`config.mk`:
```
export PLATFORM = sky130hd
export DESIGN_NAME = grip_command_line_parser_core
export DESIGN_NICKNAME = d
export VERILOG_FILES = /design/src/clp_pkg.sv /design/src/clp_line_step.sv /design/src/grip_command_line_parser_core.sv
export SDC_FILE = /design/constraint.sdc
export NUM_CORES = 1
export LEC_CHECK = 0
export ABC_AREA = 0
export BUFFER_PORTS_ARGS = -buffer_cell sky130_fd_sc_hd__buf_2
export CAP_MARGIN = 15
export CORE_UTILIZATION = 43
export DETAILED_ROUTE_END_ITERATION = 10
export GPL_TIMING_DRIVEN = 0
export PLACE_DENSITY = 0.62
export SYNTH_ARGS = -nofsm -noshare
export SYNTH_HDL_FRONTEND = slang
export SYNTH_SLANG_ARGS = --single-unit
export TNS_END_PERCENT = 100
```
`constraint.sdc`:
```
create_clock -name clk -period 7.2 [get_ports clk]
set_clock_uncertainty 0.05 [all_clocks]
set_input_delay 2.16 -clock clk [delete_from_list [all_inputs] [get_ports clk]]
set_output_delay 2.16 -clock clk [all_outputs]
set_load 0.1 [all_outputs]
```
`src/clp_pkg.sv`:
```
`default_nettype none
// ---------------------------------------------------------------------------
// clp_pkg: shared types and constants
// Character codes, parse phases, result kinds and per-port state records
// for the grip command line parser.
// ---------------------------------------------------------------------------
package clp_pkg;

  localparam int unsigned LINE_CAPACITY = 24;
  localparam int unsigned LEN_W         = $clog2(LINE_CAPACITY);
  localparam int unsigned NUM_PORTS     = 2;
  localparam int unsigned OPEN_W        = 20;

  localparam logic [OPEN_W-1:0] OPENING_MAX     = 20'hFFFFF;
  localparam logic [OPEN_W-1:0] MAX_OPENING_RST = 20'd25000;
  localparam logic [LEN_W-1:0]  LEN_LIMIT       = LEN_W'(LINE_CAPACITY - 1);

  localparam logic [7:0] CH_NUL   = 8'h00;
  localparam logic [7:0] CH_LF    = 8'h0A;
  localparam logic [7:0] CH_CR    = 8'h0D;
  localparam logic [7:0] CH_SPACE = 8'h20;
  localparam logic [7:0] CH_POINT = 8'h2E;
  localparam logic [7:0] CH_ZERO  = 8'h30;
  localparam logic [7:0] CH_NINE  = 8'h39;
  localparam logic [7:0] CH_G     = 8'h47;
  localparam logic [7:0] CH_I     = 8'h49;
  localparam logic [7:0] CH_P     = 8'h50;
  localparam logic [7:0] CH_R     = 8'h52;

  typedef enum logic [3:0] {
    PH_LEAD, PH_R, PH_REL, PH_G, PH_GR, PH_GRI, PH_GRIP,
    PH_SP, PH_INT, PH_FRAC, PH_DONE, PH_BAD, PH_VOID
  } phase_t;

  typedef enum logic [1:0] {
    KIND_RELEASE, KIND_GRIP, KIND_BAD, KIND_RANGE
  } kind_t;

  typedef struct packed {
    phase_t            phase;
    logic [OPEN_W-1:0] accum;
    logic [1:0]        frac;
    logic              sat;
  } parse_st_t;

  typedef struct packed {
    logic              valid;
    kind_t             kind;
    logic [OPEN_W-1:0] opening;
  } result_t;

endpackage

`default_nettype wire

```
`src/clp_line_step.sv`:
```
`default_nettype none
// ---------------------------------------------------------------------------
// clp_line_step: one-byte line update
// Combinational next-state and result logic for one received byte applied
// to the line length and parse state of its port.
// ---------------------------------------------------------------------------
module clp_line_step
  import clp_pkg::*;
(
  input  wire logic [7:0]        rx_byte,
  input  wire logic [LEN_W-1:0]  len_cur,
  input  wire parse_st_t         st_cur,
  input  wire logic [OPEN_W-1:0] max_opening,
  output logic [LEN_W-1:0]       len_nxt,
  output parse_st_t              st_nxt,
  output result_t                res
);

  parse_st_t         st_clear;
  parse_st_t         st_fed;
  logic              is_digit;
  logic [23:0]       acc_t;
  logic              acc_ovf;
  logic [29:0]       scaled;
  logic [OPEN_W-1:0] dig_acc;
  logic              dig_sat;

  assign st_clear = '{phase: PH_LEAD, accum: '0, frac: 2'd0, sat: 1'b0};
  assign is_digit = (rx_byte >= CH_ZERO) && (rx_byte <= CH_NINE);

  // Accumulate one decimal digit, clamping at the field maximum.
  assign acc_t   = 24'(st_cur.accum) * 24'd10 + 24'(rx_byte[3:0]);
  assign acc_ovf = st_cur.sat || (acc_t > 24'(OPENING_MAX));
  assign dig_acc = acc_ovf ? OPENING_MAX : acc_t[OPEN_W-1:0];
  assign dig_sat = acc_ovf;

  always_comb begin
    st_fed = st_cur;
    if (rx_byte == CH_NUL) begin
      // A NUL byte freezes the text parsed so far.
      unique case (st_cur.phase)
        PH_LEAD: st_fed.phase = PH_VOID;
        PH_R:    st_fed.phase = PH_REL;
        PH_INT, PH_FRAC: st_fed.phase = PH_DONE;
        PH_G, PH_GR, PH_GRI, PH_GRIP, PH_SP: st_fed.phase = PH_BAD;
        default: st_fed.phase = st_cur.phase;
      endcase
    end else begin
      unique case (st_cur.phase)
        PH_LEAD: begin
          if (rx_byte != CH_SPACE) begin
            st_fed.phase = (rx_byte == CH_R) ? PH_R : (rx_byte == CH_G) ? PH_G : PH_BAD;
          end
        end
        PH_R:    st_fed.phase = (rx_byte == CH_SPACE) ? PH_REL : PH_BAD;
        PH_G:    st_fed.phase = (rx_byte == CH_SPACE) ? PH_SP :
                                (rx_byte == CH_R) ? PH_GR : PH_BAD;
        PH_GR:   st_fed.phase = (rx_byte == CH_I) ? PH_GRI : PH_BAD;
        PH_GRI:  st_fed.phase = (rx_byte == CH_P) ? PH_GRIP : PH_BAD;
        PH_GRIP: st_fed.phase = (rx_byte == CH_SPACE) ? PH_SP : PH_BAD;
        PH_SP: begin
          if (is_digit) begin
            st_fed.accum = dig_acc;
            st_fed.sat   = dig_sat;
            st_fed.phase = PH_INT;
          end else if (rx_byte == CH_POINT) begin
            st_fed.phase = PH_FRAC;
          end else if (rx_byte != CH_SPACE) begin
            st_fed.phase = PH_BAD;
          end
        end
        PH_INT: begin
          if (is_digit) begin
            st_fed.accum = dig_acc;
            st_fed.sat   = dig_sat;
          end else if (rx_byte == CH_POINT) begin
            st_fed.phase = PH_FRAC;
          end else begin
            st_fed.phase = PH_DONE;
          end
        end
        PH_FRAC: begin
          if (is_digit) begin
            // Only three fraction digits are kept; later ones are ignored.
            if (st_cur.frac != 2'd3) begin
              st_fed.accum = dig_acc;
              st_fed.sat   = dig_sat;
              st_fed.frac  = st_cur.frac + 2'd1;
            end
          end else begin
            st_fed.phase = PH_DONE;
          end
        end
        default: st_fed.phase = st_cur.phase;
      endcase
    end
  end

  // Scale the gathered digits to micrometres.
  always_comb begin
    case (st_cur.frac)
      2'd0:    scaled = 30'(st_cur.accum) * 30'd1000;
      2'd1:    scaled = 30'(st_cur.accum) * 30'd100;
      2'd2:    scaled = 30'(st_cur.accum) * 30'd10;
      default: scaled = 30'(st_cur.accum);
    endcase
  end

  always_comb begin
    res     = '{valid: 1'b0, kind: KIND_BAD, opening: '0};
    len_nxt = len_cur;
    st_nxt  = st_cur;
    if ((rx_byte == CH_LF) || (rx_byte == CH_CR)) begin
      if (len_cur != '0) begin
        len_nxt = '0;
        st_nxt  = st_clear;
        unique case (st_cur.phase)
          PH_LEAD, PH_VOID: res.valid = 1'b0;
          PH_R, PH_REL: begin
            res.valid = 1'b1;
            res.kind  = KIND_RELEASE;
          end
          PH_INT, PH_FRAC, PH_DONE: begin
            res.valid = 1'b1;
            if (st_cur.sat || (scaled > 30'(OPENING_MAX))) begin
              res.kind    = KIND_RANGE;
              res.opening = OPENING_MAX;
            end else begin
              res.opening = scaled[OPEN_W-1:0];
              res.kind    = (scaled[OPEN_W-1:0] > max_opening) ? KIND_RANGE : KIND_GRIP;
            end
          end
          default: begin
            res.valid = 1'b1;
            res.kind  = KIND_BAD;
          end
        endcase
      end
    end else if (len_cur >= LEN_LIMIT) begin
      // Overflowing byte is dropped and the line starts over.
      len_nxt = '0;
      st_nxt  = st_clear;
    end else begin
      len_nxt = len_cur + LEN_W'(1);
      st_nxt  = st_fed;
    end
  end

endmodule

`default_nettype wire

```
`src/grip_command_line_parser_core.sv`:
```
`default_nettype none
// ---------------------------------------------------------------------------
// grip_command_line_parser_core: two-port grip command line parser
// Assembles and parses command lines from two serial ports, one byte per
// request, and reports release, grip, bad command or out-of-range results.
// ---------------------------------------------------------------------------
// Each accepted byte passes an input register, combinational parse logic that
// updates its port's line state, and a result register; a line-ending byte's
// result is loaded into the result register as that byte leaves the input
// register. Throughput is one byte per cycle while results are taken; a stalled
// result holds back the parse stage and then the input.
module grip_command_line_parser_core
  import clp_pkg::*;
(
  input  wire logic        clk,
  input  wire logic        rst_n,
  input  wire logic        in_tvalid,
  output logic             in_tready,
  input  wire logic [7:0]  in_tdata,   // [7:0] rx_byte
  input  wire logic [0:0]  in_tuser,   // [0] port_id
  output logic             out_tvalid,
  input  wire logic        out_tready,
  output logic [23:0]      out_tdata,  // [19:0] opening_um, [23:20] zero
  output logic [2:0]       out_tuser,  // [1:0] result_kind, [2] from_port
  input  wire logic        cfg_we,
  input  wire logic [19:0] cfg_wdata   // [19:0] max_opening_um
);

  logic              in_valid_r;
  logic [7:0]        in_byte_r;
  logic              in_port_r;
  logic              fire;
  logic [OPEN_W-1:0] max_opening_r;

  logic [LEN_W-1:0]  len_r  [NUM_PORTS];
  parse_st_t         pst_r  [NUM_PORTS];
  logic [LEN_W-1:0]  len_nxt;
  parse_st_t         pst_nxt;
  result_t           res;

  logic              out_valid_r;
  kind_t             out_kind_r;
  logic [OPEN_W-1:0] out_open_r;
  logic              out_port_r;

  assign fire      = in_valid_r && (!out_valid_r || out_tready);
  assign in_tready = !in_valid_r || fire;

  always_ff @(posedge clk) begin
    if (!rst_n) begin
      in_valid_r <= 1'b0;
    end else if (in_tready) begin
      in_valid_r <= in_tvalid;
    end
  end

  always_ff @(posedge clk) begin
    if (in_tready && in_tvalid) begin
      in_byte_r <= in_tdata;
      in_port_r <= in_tuser[0];
    end
  end

  always_ff @(posedge clk) begin
    if (!rst_n) begin
      max_opening_r <= MAX_OPENING_RST;
    end else if (cfg_we) begin
      max_opening_r <= cfg_wdata;
    end
  end

  clp_line_step u_step (
    .rx_byte     (in_byte_r),
    .len_cur     (len_r[in_port_r]),
    .st_cur      (pst_r[in_port_r]),
    .max_opening (max_opening_r),
    .len_nxt     (len_nxt),
    .st_nxt      (pst_nxt),
    .res         (res)
  );

  always_ff @(posedge clk) begin
    if (!rst_n) begin
      for (int i = 0; i < NUM_PORTS; i++) begin
        len_r[i] <= '0;
        pst_r[i] <= '{phase: PH_LEAD, accum: '0, frac: 2'd0, sat: 1'b0};
      end
    end else if (fire) begin
      len_r[in_port_r] <= len_nxt;
      pst_r[in_port_r] <= pst_nxt;
    end
  end

  always_ff @(posedge clk) begin
    if (!rst_n) begin
      out_valid_r <= 1'b0;
    end else if (fire && res.valid) begin
      out_valid_r <= 1'b1;
    end else if (out_tready) begin
      out_valid_r <= 1'b0;
    end
  end

  always_ff @(posedge clk) begin
    if (fire && res.valid) begin
      out_kind_r <= res.kind;
      out_open_r <= res.opening;
      out_port_r <= in_port_r;
    end
  end

  assign out_tvalid = out_valid_r;
  assign out_tdata  = {4'd0, out_open_r};
  assign out_tuser  = {out_port_r, out_kind_r};

  // A line never holds more than capacity minus one bytes.
  a_len0_bound: assert property (@(posedge clk) disable iff (!rst_n)
    len_r[0] <= LEN_LIMIT) else $error("port 0 line length overflow");
  a_len1_bound: assert property (@(posedge clk) disable iff (!rst_n)
    len_r[1] <= LEN_LIMIT) else $error("port 1 line length overflow");
  a_release_zero: assert property (@(posedge clk) disable iff (!rst_n)
    (out_valid_r && (out_kind_r == KIND_RELEASE || out_kind_r == KIND_BAD))
      |-> (out_open_r == '0)) else $error("nonzero opening on release or bad command");
  a_state_hold: assert property (@(posedge clk) disable iff (!rst_n)
    !fire |=> ($stable(len_r[0]) && $stable(len_r[1])))
    else $error("line state changed without a request");

endmodule

`default_nettype wire

```
# Word-level counts from Yosys, hierarchy flattened
# Memories as Yosys holds them, arrays and structs flattened. A register that Yosys moved wholly into a read port is not among the register bits.
# Index checks and enable logic that the tools add are counted.
[word_totals]
register_bits = 54
ram_bits = 64
in_bits = 34
out_inout_bits = 29
elab_cells = 127
memories = 2
[mem_list]
columns = ["name", "words", "word_bits", "read_ports", "rd_clocked_by_memory_dff", "write_ports", "line", "text"]
rows = [
  ["pst_r", 2, 27, 1, 1, 2, "grip_command_line_parser_core.sv:36", "parse_st_t pst_r [NUM_PORTS];"],
  ["len_r", 2, 5, 1, 1, 2, "grip_command_line_parser_core.sv:35", "logic [LEN_W-1:0] len_r [NUM_PORTS];"],
]
[op_classes]
n_addsub = 3
mul = 4
order_cmp = 6
eq_ne = 23
n_mux = 55
reduce_logical = 26
[op_table]
columns = ["operator", "count"]
rows = [
  ["23-bit 2-to-1 mux", 5],
  ["27-bit 2-to-1 mux", 4],
  ["30-bit one-hot mux with 3 select lines", 1],
  ["20-bit 2-to-1 mux", 3],
  ["4-bit 2-to-1 mux", 15],
  ["20-bit by 3-bit multiplier with 23-bit output (second input constant)", 2],
  ["20-bit one-hot mux with 2 select lines", 1],
  ["4-bit one-hot mux with 9 select lines", 1],
  ["8-bit by 7-bit equality test with 1-bit output (second input constant)", 4],
  ["30-bit by 20-bit greater-than comparator with 1-bit output (second input constant)", 1],
  ["20-bit by 7-bit multiplier with 27-bit output (second input constant)", 1],
  ["27-bit OR reduction", 1],
  ["20-bit by 5-bit multiplier with 25-bit output (second input constant)", 1],
  ["24-bit by 4-bit adder with 24-bit output", 1],
  ["24-bit by 20-bit greater-than comparator with 1-bit output (second input constant)", 1],
  ["22-bit 2-to-1 mux", 1],
  ["20-bit greater-than comparator", 1],
  ["5-bit 2-to-1 mux", 4],
  ["4-bit by 3-bit equality test with 1-bit output (second input constant)", 4],
  ["4-bit equality test (second input constant)", 4],
  ["8-bit by 4-bit equality test with 1-bit output (second input constant)", 2],
  ["8-bit by 6-bit equality test with 1-bit output (second input constant)", 2],
  ["4-bit one-hot mux with 4 select lines", 1],
  ["1-bit 2-to-1 mux", 14],
  ["27 further kinds", 42],
]

# Longest topological paths before layout
# Gate-level depths: netlist (run 1).
[depth]
ltp_word = 12
ltp_mapped = 32
ltp_nobuf = 28

# By module
# From an unflattened synthesis (run 1), not the netlist that was laid out.
[hier_totals]
hier_cells = 1557
area_unflattened_um2 = 15127.0
[by_module_without_submodules]
columns = ["module", "n_inst", "cells_each", "area_per_inst_um2"]
rows = [
  ["clp_line_step", 1, 1250, 9810.7],
  ["grip_command_line_parser_core", 1, 307, 5316.3],
]

# Worst setup path before layout (run 1)
# OpenSTA, ideal clock, no wires.
[synth_timing]
kind = "reg2reg"
from = "register (tool-made name)"
to = "register out_kind_r[1] (data pin)"
setup_time_ns = 0.152
arrival_time_ns = 7.700
path_slack_ns = -0.702
path_stages_with_launch = 30
synth_period_minus_slack_ns = 7.902
path_cell_list = "dfxtp_1 > buf_2 > buf_2 > buf_1 > buf_2 > mux2i_1 > inv_1 > ha_1 > inv_1 > fa_1 > fa_1 > inv_1 > fa_1 > ha_1 > a21oi_1 > o21bai_1 > a221o_1 > nand2b_1 > xor2_1 > mux4_2 > ha_1 > nand4_1 > nor2_1 > nand2_1 > or4_1 > nor2_1 > a211oi_1 > o2111ai_1 > o211ai_1 > a31oi_1"
[synth_rtl]
columns = ["element", "line", "text"]
rows = [
  ["end signal, assigned", "grip_command_line_parser_core.sv:106", "out_kind_r <= res.kind;"],
  ["end, declared", "grip_command_line_parser_core.sv:42", "kind_t out_kind_r;"],
]

==> summary.md, run 1 <==
| Metric | Value |
|---|---|
| Status | complete, no violations |
| Total gr overflow | 0 |
| Asr flop ratio synth | 0% |
| Nets@finish | 1986 |
| YS warnings | 0 |
| Crit path capture type | flip-flop |
| Die Ht | 183 um |
| Synthesized instance count | 1564 |
| Worst hold path class | flip-flop to flip-flop |
| Row count | 65 |
| CTS Buffer Depth | 2 |
| PD cells | 332 nW/um2 |
| Setup-failing EPs final | 0 |
| Core area | 31800 um2 |
| Post-Synth XOR/XNOR Area | 3.72% |
| Final Slew Violations | 0 |
| Worst EP required | 7.42 ns |
| Slowest cell delay on critical path | 0.58 ns |
| Drt drc | 0 |
| Post-route clock period utilization | 97.7% |
| Remaining antenna violation count | 0 |
| Clock Power Share | 15.9% |
| Post-synth EDFFs | 96 |
| DR iter-0 viols | 1171 |
| Flops & latches, synth | 119 |
| Die Wd | 183 um |
| Fmax | 0.142 GHz |
| Gr usage total | 24.6% |
| Slowest CP cell | fa_1 |
| H-tree Lvls | 4 |
| Adder-cell area share of the yosys netlist | 27.0% |
| Synth Area in Simple Gates | 15.3% |
| Average size of a mapped cell | 8.97 um2 |
| Sink Count | 119 |
| Cell-internal power | 2920 uW |
| TritonRoute pass-1 iters | 5 |
| Number of port buffers | 57 |
| Post-synthesis sequential area ratio | 23.8% |
| Fin. Hold Viols | 0 |
| Area Growth Syn to Fin | 17.5% |
| Compound-cell area share of the yosys netlist | 18.2% |
| Number of global-route vias before repair | 11600 |
| Max Cap Viol | 0 |
| Worst slew margin | 30.4% |
| DP Worst Slack | -1.67 ns |
| First-pass GRT wire length | 63000 um |
| Slew at the pin with the worst max-slew slack | 1.03 ns |
| Sw power | 2550 uW |
| DR vias | 12100 |
| Critical Path AT | 7.25 ns |
| Sw Share | 46.6% |
| CTS hold repair buffers | 0 |
| DIE AREA | 33400 um2 |
| Num ports | 63 |
| Hold WS | 0.444 ns |
| Register area | 3340 um2 |
| Worst Setup Slack, final | 0.169 ns |
| Layout cells sized above 1 | 14.8% |
| Cell Area, Synth | 14000 um2 |
| CTS tree | done |
| Top-area cell type share of the netlist area | 20.5% |
| Drt total wl | 40700 um |
| Reg clk slew, reported paths | 0.06 ns |
| Crit-path max FO | 7 |
| Root Driver | clkbuf_16 |
| Post-synth top area cell | edfxtp_1 |
| Num CTS Buffers | 17 |
| Combinational share of power | 69.5% |
| Area occupied by multi-input gates | 10100 um2 |
| Via density | 5.63 |
| Ant diodes | 0 |
| Main combinational cell family by area after synthesis | adder cells |
| Drt wl/cell | 18.9 um |
| Synth unique cells | 87 |
| Worst ir drop on vdd | 191 uV |
| Pleak | 0.00742 uW |
| Setup TNS | 0 ns |
| Min Tclk post-route | 7.03 ns |
| Overall Power | 5470 uW |
| GPL Wtd Cong | 0.932 |
| Seq pwr share | 14.6% |
| Initial antenna violation count | 1 |
| RSZ-0062 raised after global routing | yes |
| Initial Util | 44.1% |
| Top FF cell, synth | edfxtp_1 |
| Crit Path Category | flip-flop to flip-flop |
| Top post-synthesis cells by area | edfxtp_1, ha_1, fa_1 |
| Worst-Skew Late Latency | 0.44 ns |
| Filler cell count | 2921 |
| CP startpoint kind | flip-flop |
| Largest net degree at the start of global routing | 33 |
| Post-synthesis mux area share | 4.89% |
| DP Wirelength | 31400 um |
[path summary, 6_finish.rpt]
kind,from,to,slack [ns],cells after the start
worst min-delay path,max_opening_r[13],max_opening_r[13],0.44,2
worst max-delay path,flip-flop,out_kind_r[1],0.17,29
worst max register to register,flip-flop,out_kind_r[1],0.17,29
worst min register to register,max_opening_r[13],max_opening_r[13],0.44,2
[critical path, delay by kind of cell, from the launching register on]
family                     cells  cell delay [ns]
xor gates and xnor gates       1             0.14
AOI/OAI and AO/OA              7             1.04
DFF                            1             0.33
muxes                          2             0.91
and+or+nand+nor                6             1.03
adders and majority gates      6             2.49
buffers and inverters          7             0.87
[stage by stage]
stage	area [um2]	utilization (%)	instances
floorplan	14100	-	1567
global placement	15000	47.0	2059
detailed placement	15000	47.1	2061
CTS	16000	50.3	2117
global route	16500	51.8	2149
finish	16500	51.8	2149
[area by class of cell]
class | instances | area share, %
clock inverter | 7 | 0.311
timing repair buffer | 115 | 4.73
buffer | 49 | 1.78
inverter | 202 | 4.80
tap | 435 | 3.30
sequential | 119 | 20.3
clock buffer | 25 | 3.40
multi-input combinational | 1197 | 61.4
[Yosys cell counts (all sizes together) (26+ instances only)]
library cell and n:
mux2i 46, fa 87, clkbuf 31, nand2 107, nand2b 26, nor3 28, nor2b 40, inv 202
o211ai 29, xnor2 35, edfxtp 96, o21ai 90, ha 164, nor2 126, a21o 34, a21oi 119
[timing repair]
action | in CTS | in global routing
setup buffers | 24 | 32
endpoints found under the setup margin | 21 | 21
resized for setup | 43 | 36
endpoints found under the hold margin | 0 | 0
pin swaps | 5 | 27
[kinds of logic after synthesis]
family	count (synthesis)
other cells	1
buf+inv	251
compound gates	394
fa+ha+maj	251
xor+xnor	57
simple gates	429
mux	62
flops	119
[state kept, by name (all words and copies together) (netlist names), named ones only]
| register | flops |
|---|---|
| in_byte_r | 8 |
| in_port_r | 1 |
| in_valid_r | 1 |
| len_r | 10 |
| max_opening_r | 20 |
| out_kind_r | 2 |
| out_open_r | 20 |
| out_port_r | 1 |
| out_tvalid | 1 |
| pst_r | 54 |
[power by group through the flow]
stage | registers (uW) | logic (uW) | clock network, uW
final | 797 | 3810 | 871
after global routing | 801 | 4220 | 909
after CTS | 796 | 3530 | 879
after detailed placement | 808 | 3390 | 0
after global placement | 807 | 3360 | 0
after floorplan | 802 | 2580 | 0
[layer usage]
layer  track usage (%)  share of wire [%]  vias up
li1                  -                  -     5814
met1              33.9                 46     5865
met2              40.1                 46      373
met3              3.71                5.9       45
met4              6.86                2.0        0
met5                 0                  0        -
[placed cells by master, fill, tap and decap left out, types with 34 or more instances in the layout]
cell	instances
inv_1	193
ha_1	153
nor2_1	124
a21oi_1	115
nand2_1	105
edfxtp_1	96
fa_1	86
o21ai_0	82
buf_2	61
buf_4	57
nor2b_1	40
a21o_1	34
Power figures use the tool's default switching activity.
==> run 2: changes to the inputs <==
--- a/config.mk
+++ b/config.mk
@@ -6,12 +6,13 @@
 export NUM_CORES = 1
 export LEC_CHECK = 0
 export ABC_AREA = 0
+export ABC_CLOCK_PERIOD_IN_PS = 8900
 export BUFFER_PORTS_ARGS = -buffer_cell sky130_fd_sc_hd__buf_2
 export CAP_MARGIN = 15
-export CORE_UTILIZATION = 43
+export CORE_UTILIZATION = 50
 export DETAILED_ROUTE_END_ITERATION = 10
 export GPL_TIMING_DRIVEN = 0
-export PLACE_DENSITY = 0.62
+export PLACE_DENSITY = 0.68
 export SYNTH_ARGS = -nofsm -noshare
 export SYNTH_HDL_FRONTEND = slang
 export SYNTH_SLANG_ARGS = --single-unit
==> constraint.sdc (replaced) <==
create_clock -name clk -period 8.9 [get_ports clk]
set_clock_uncertainty 0.05 [all_clocks]
set_input_delay 2.67 -clock clk [delete_from_list [all_inputs] [get_ports clk]]
set_output_delay 2.67 -clock clk [all_outputs]
set_load 0.1 [all_outputs]
==> summary.md, run 2 (synthesized netlist as in run 1, its figures left out) <==
| Metric | Value |
|---|---|
| Status | complete, no violations |
| CP top delay family | adder cells |
| Pleak | 0.00718 uW (-3.3%) |
| Max FFs per register | 54 (unchanged) |
| RSZ-0062 raised after global routing | yes |
| Ant diodes | 0 (unchanged) |
| Commonest non-fill, non-tap cell in the layout | inv_1 |
| Worst hold path class | flip-flop to flip-flop |
| Remaining antenna violation count | 0 (unchanged) |
| Cell Count, Final, Fillers Out | 2034 (-5.4%) |
| Cells after DPL | 2000 (-3.0%) |
| Number of port buffers | 57 (unchanged) |
| Setup-failing EPs final | 0 (unchanged) |
| Root Driver | clkbuf_16 |
| First-pass GRT wire length | 61000 um (-3.2%) |
| Initial Util | 51.5% (+7.4 points) |
| Area Growth Syn to Fin | 10.9% |
| Nets@finish | 1934 (-2.6%) |
| CTS tree | done |
| Worst R2R End | out_kind_r[1] |
| Min Tclk post-route | 8.81 ns (+1.78 ns) |
| Layout cells sized above 1 | 9.99% (-4.8 points) |
| Top reg by flops | pst_r |
| Die Ht | 170 um (-7.2%) |
| Seq pwr share | 15.4% (+0.8 points) |
| Sw power | 2010 uW (-21%) |
| Sw Share | 48.0% (+1.4 points) |
| H-tree Lvls | 4 (unchanged) |
| Worst slew margin | 21.0% (-9.3 points) |
| Max Cap Viol | 0 (unchanged) |
| CTS Buffer Depth | 2 (unchanged) |
| Worst EP required | 9.13 ns (+1.71 ns) |
| CTS hold repair buffers | 0 (unchanged) |
| Post-CTS Setup Bufs | 0 (-100%) |
| Cell-internal power | 2170 uW (-26%) |
| Largest net degree at the start of global routing | 33 (unchanged) |
| Worst-Skew Late Latency | 0.44 ns (about the same) |
| DP Wirelength | 31100 um (-0.97%) |
| Core area | 27300 um2 (-14%) |
| Worst Hold End | max_opening_r[14] |
| Critical path depth | 29 (unchanged) |
| Drt drc | 0 (unchanged) |
| Filler cell count | 2447 (-16%) |
| Drt total wl | 39000 um (-4.2%) |
| Num ports | 63 (unchanged) |
| Crit path capture type | flip-flop |
| Row count | 60 (-7.7%) |
| Biggest registers after layout | pst_r (54), max_opening_r (20), out_open_r (20) |
| Clock Power Share | 16.9% (+1.0 points) |
| DP Worst Slack | -1.08 ns (+0.588 ns) |
| Crit path buf inv count | 5 (-2) |
| Fin. Hold Viols | 0 (unchanged) |
| Crit Path Category | flip-flop to flip-flop |
| Num CTS Buffers | 17 (unchanged) |
| Via density | 5.93 (+5.3%) |
| CP startpoint kind | flip-flop |
| Worst reg-to-reg path cell count | 29 (unchanged) |
| Total gr overflow | 0 (unchanged) |
| Final Slew Violations | 0 (unchanged) |
| Most numerous cell on the critical path | fa_1 |
| Drt wl/cell | 19.2 um (+1.2%) |
| Number of global-route vias before repair | 11300 (-3.1%) |
| Slew at the pin with the worst max-slew slack | 1.17 ns (+0.139 ns) |
| Reg clk slew, reported paths | 0.06 ns (about the same) |
| Crit-path max FO | 10 (+3) |
| Worst Setup Slack, final | 0.0921 ns (-0.0764 ns) |
| Hold Crit Depth | 2 (unchanged) |
| Initial antenna violation count | 0 (-1) |
| DIE AREA | 28700 um2 (-14%) |
| Slowest CP cell | mux2i_1 |
| Hold_sp | max_opening_r[14] |
| GPL Wtd Cong | 0.953 (+2.2%) |
| DR iter-0 viols | 1143 (-2.4%) |
| Register-to-register setup slack | 0.09 ns (-0.08 ns) |
| Combinational share of power | 67.7% (-1.8 points) |
| Gr usage total | 27.7% (+3.0 points) |
| DR vias | 12100 (-0.37%) |
| Worst ir drop on vdd | 143 uV (-25%) |
| Sink Count | 119 (unchanged) |
| PD cells | 269 nW/um2 (-19%) |
| Critical Path AT | 9.03 ns (+1.78 ns) |
| Slowest cell delay on critical path | 0.75 ns (+0.17 ns) |
| Fmax | 0.114 GHz (-20%) |
| Area occupied by multi-input gates | 9810 um2 (-3.0%) |
| Register area | 3340 um2 (about the same) |
| Die Wd | 170 um (-7.2%) |
| TritonRoute pass-1 iters | 7 (+2) |
| Most frequent cells in the layout | inv_1, ha_1, nor2_1 |
| Post-route clock period utilization | 99.0% (+1.3 points) |
## run 2: worst reg2reg max path: cells and delay by family (launching register included)
kind | cells | cell delay (ns)
xor+xnor | 1 | 0.12
fa+ha+maj | 6 | 2.87
compound gates | 9 | 1.67
mux | 2 | 1.30
simple gates | 6 | 1.02
buf+inv | 5 | 1.30
flops | 1 | 0.33
## run 2: worst max-delay path by stage
stage,end,slack [ns],start
2_1_floorplan,out_kind_r[1],1.0,flip-flop
3_3_place_gp,out_kind_r[1],-1.09,flip-flop
3_5_place_dp,out_kind_r[1],-1.08,flip-flop
4_1_cts,out_kind_r[1],0.1,flip-flop
5_1_grt,out_kind_r[1],-0.30,flip-flop
6_report,out_kind_r[1],0.09,flip-flop
## run 2: layer usage
metal | wire [um] | track usage [%]
met2 | 17500 | 43.0
met3 | 3260 | 4.97
met5 | 0 | 0
met1 | 17200 | 39.0
met4 | 1060 | 8.81
## run 2: what timing repair did
action | 4_1_cts | 5_1_grt
hold endpoints to repair | 0 | 0
resized for setup | 17 | 3
endpoints found under the setup margin | 21 | 19
gates cloned | 0 | 0
## run 2: power by group through the flow
stage / registers, uW / logic [uW] / clock network (uW)
floorplan: 647 / 2080 / 0
detailed placement: 652 / 2770 / 0
global route: 645 / 3160 / 734
global placement: 651 / 2710 / 0
CTS: 642 / 2800 / 711
finish: 642 / 2830 / 709
## run 2: area by class of cell
type                            instances  share of cell area (%)
Sequential cell                       119                    21.5
Tap cell                              372                    2.99
Clock inverter                         13                   0.837
Buffer                                 49                    1.50
Clock buffer                           19                    3.06
Multi-Input combinational cell       1197                    63.1
Inverter                              202                    4.87
Timing Repair Buffer                   63                    2.18
## run 2: per-stage QoR
step	hold slack (ns)	power (uW)	setup TNS, ns	cell area (um2)	util (%)
5_1_grt	0.483	4540	-0.297	15600	57.1
4_1_cts	0.453	4150	0	15500	57.0
2_1_floorplan	0.410	2730	0	14000	-
3_3_place_gp	0.434	3360	-10.20	14800	54.3
3_5_place_dp	0.445	3420	-11.56	14800	54.5
6_report	0.448	4180	0	15600	57.1
==> run 3: changes to the inputs <==
--- a/config.mk
+++ b/config.mk
@@ -7,12 +7,12 @@
 export LEC_CHECK = 0
 export ABC_AREA = 0
 export ABC_CLOCK_PERIOD_IN_PS = 8900
-export BUFFER_PORTS_ARGS = -buffer_cell sky130_fd_sc_hd__buf_2
+export BUFFER_PORTS_ARGS = -buffer_cell sky130_fd_sc_hd__clkbuf_2
 export CAP_MARGIN = 15
-export CORE_UTILIZATION = 50
+export CORE_UTILIZATION = 43
 export DETAILED_ROUTE_END_ITERATION = 10
 export GPL_TIMING_DRIVEN = 0
-export PLACE_DENSITY = 0.68
+export PLACE_DENSITY = 0.6
 export SYNTH_ARGS = -nofsm -noshare
 export SYNTH_HDL_FRONTEND = slang
 export SYNTH_SLANG_ARGS = --single-unit
==> constraint.sdc (replaced) <==
create_clock -name clk -period 8.9 [get_ports clk]
set_clock_uncertainty 0.05 [all_clocks]
set_input_delay 2.225 -clock clk [delete_from_list [all_inputs] [get_ports clk]]
set_output_delay 2.225 -clock clk [all_outputs]
set_load 0.1 [all_outputs]
==> summary.md, run 3 (synthesized netlist as in run 1, its figures left out) <==
| Metric | Value |
|---|---|
| Post-route clock period utilization | 94.9% (-4.1 points) |
| DP Wirelength | 32100 um (+3.0%) |
| Root Driver | clkbuf_16 |
| CP top delay family | adder cells |
| Reg clk slew, reported paths | 0.06 ns (about the same) |
| Die Ht | 183 um (+7.7%) |
| Max Cap Viol | 0 (unchanged) |
| Worst reg-to-reg path cell count | 31 (+6.9%) |
| Core area | 31800 um2 (+17%) |
| Slowest CP cell | mux2i_2 |
| CTS tree | done |
| Worst hold path class | flip-flop to flip-flop |
| Via density | 5.67 (-4.3%) |
| Sink Count | 119 (unchanged) |
| Number of global-route vias before repair | 11500 (+2.3%) |
| Hold WS | 0.452 ns (+0.00396 ns) |
| CTS hold repair buffers | 0 (unchanged) |
| Critical Path AT | 8.67 ns (-0.36 ns) |
| Die Wd | 183 um (+7.7%) |
| Fin. Hold Viols | 0 (unchanged) |
| Fmax | 0.118 GHz (+4.3%) |
| Worst ir drop on vdd | 142 uV (-0.60%) |
| Drt total wl | 40300 um (+3.4%) |
| TritonRoute pass-1 iters | 7 (unchanged) |
| Remaining antenna violation count | 0 (unchanged) |
| Status | complete, no violations |
| DIE AREA | 33400 um2 (+16%) |
| Overall Power | 4210 uW (+0.63%) |
| RSZ-0062 raised after global routing | no |
| Hold Crit Depth | 2 (unchanged) |
| CP startpoint kind | flip-flop |
| Most frequent cells in the layout | inv_1, ha_1, nor2_1 |
| H-tree Lvls | 4 (unchanged) |
| Slew at the pin with the worst max-slew slack | 1.17 ns (+0.00100 ns) |
| Ant diodes | 0 (unchanged) |
| Largest net degree at the start of global routing | 33 (unchanged) |
| CTS Buffer Depth | 2 (unchanged) |
| Number of port buffers | 57 (unchanged) |
| Final Slew Violations | 0 (unchanged) |
| DR vias | 11900 (-1.1%) |
| Drt wl/cell | 19.2 um (+0.12%) |
| Area of placed instances | 14900 um2 (+0.63%) |
| Setup-failing EPs final | 0 (unchanged) |
| Num ports | 63 (unchanged) |
| Min Tclk post-route | 8.44 ns (-0.363 ns) |
| Worst R2R End | out_kind_r[1] |
| Worst EP required | 9.12 ns (about the same) |
| Area Growth Syn to Fin | 12.0% |
| Critical path depth | 31 (+6.9%) |
| Initial Util | 44.1% (-7.4 points) |
| Drt drc | 0 (unchanged) |
| Num CTS Buffers | 17 (unchanged) |
| Filler cell count | 3033 (+24%) |
| Row count | 65 (+8.3%) |
| Post-route cell area | 15700 um2 (+1.0%) |
| DR iter-0 viols | 1062 (-7.1%) |
| Initial antenna violation count | 0 (unchanged) |
| Pleak | 0.00721 uW (+0.42%) |
| Most numerous cell on the critical path | inv_1 |
| Nets@finish | 1938 (+0.21%) |
| Worst-Skew Late Latency | 0.43 ns (about the same) |
| Register-to-register setup slack | 0.46 ns (+0.36 ns) |
| Max FFs per register | 54 (unchanged) |
| Biggest registers after layout | pst_r (54), max_opening_r (20), out_open_r (20) |
| Slowest cell delay on critical path | 0.58 ns (-0.17 ns) |
| PD cells | 268 nW/um2 (-0.40%) |
| Gr usage total | 24.9% (-2.7 points) |
| Layout cells sized above 1 | 10.1% (+0.096 points) |
| Worst slew margin | 21.0% (-0.067 points) |
| GPL Wtd Cong | 0.967 (+1.5%) |
| Total gr overflow | 0 (unchanged) |
| Crit-path max FO | 10 (unchanged) |
| Top reg by flops | pst_r |
| Critical Path Sink | out_kind_r[1] |
| Crit path buf inv count | 7 (+2) |
| Crit path capture type | flip-flop |
| Crit Path Category | flip-flop to flip-flop |
| Commonest non-fill, non-tap cell in the layout | inv_1 |
| First-pass GRT wire length | 63700 um (+4.4%) |
run 3: cell types whose count changed in the layout (fill, tap and decap cells not counted), sizes merged:
cell / change
buf: -54
clkbuf: +62
clkinv: -4
run 3: power by group:
group | switching [uW] | total [uW] | leakage (uW) | internal, uW
sequential | 15.3 | 642 | 0.00120 | 627
combinational | 1690 | 2810 | 0.00568 | 1120
clock | 283 | 755 | 0.000322 | 472
run 3: worst min-delay path by stage:
stage                                 start           endpoint
after floorplan                   in_port_r         out_port_r
after global placement    max_opening_r[14]  max_opening_r[14]
after detailed placement  max_opening_r[14]  max_opening_r[14]
after CTS                 max_opening_r[14]  max_opening_r[14]
after global routing      max_opening_r[14]  max_opening_r[14]
final                     max_opening_r[14]  max_opening_r[14]
run 3: cell type report:
cell class | instances | area (um2) | share of cell area (%)
multi-input cells | 1197 | 9810 | 62.4
inverters | 202 | 758 | 4.82
flip-flops and latches | 119 | 3340 | 21.3
clock inverters | 9 | 91.3 | 0.581
clock buffers | 23 | 554 | 3.53
plain buffers | 49 | 239 | 1.52
well taps | 435 | 544 | 3.46
repair buffers | 67 | 372 | 2.36
run 3: routing by layer:
layer,global-route usage [%],vias up,wire [um]
li1,-,5705,-
met3,4.23,36,2580
met1,35.3,5766,18800
met2,39.2,408,18200
met5,0,-,0
met4,6.69,0,758
run 3: worst min-delay path: stages, from the launching register on:
cell      delay [ns]
dfxtp_1         0.29
inv_1           0.08
o211ai_1        0.08
run 3: per-stage QoR:
| step | setup TNS (ns) | worst slack (ns) | util (%) | instances |
|---|---|---|---|---|
| finish | 0 | 0.456 | 49.4 | 2101 |
| global route | 0 | 0.0425 | 49.4 | 2101 |
| CTS | 0 | 0.0727 | 49.1 | 2097 |
| detailed placement | -12.13 | -1.15 | 47.0 | 2065 |
| global placement | -16.56 | -1.12 | 46.8 | 2059 |
| floorplan | 0 | 0.998 | - | 1567 |
run 3: what timing repair did:
| item | 4_1_cts | 5_1_grt |
|---|---|---|
| setup buffers | 0 | 2 |
| resized for setup | 14 | 12 |
| setup endpoints to repair | 21 | 21 |
| cloned | 0 | 0 |
| endpoints found under the hold margin | 0 | 0 |
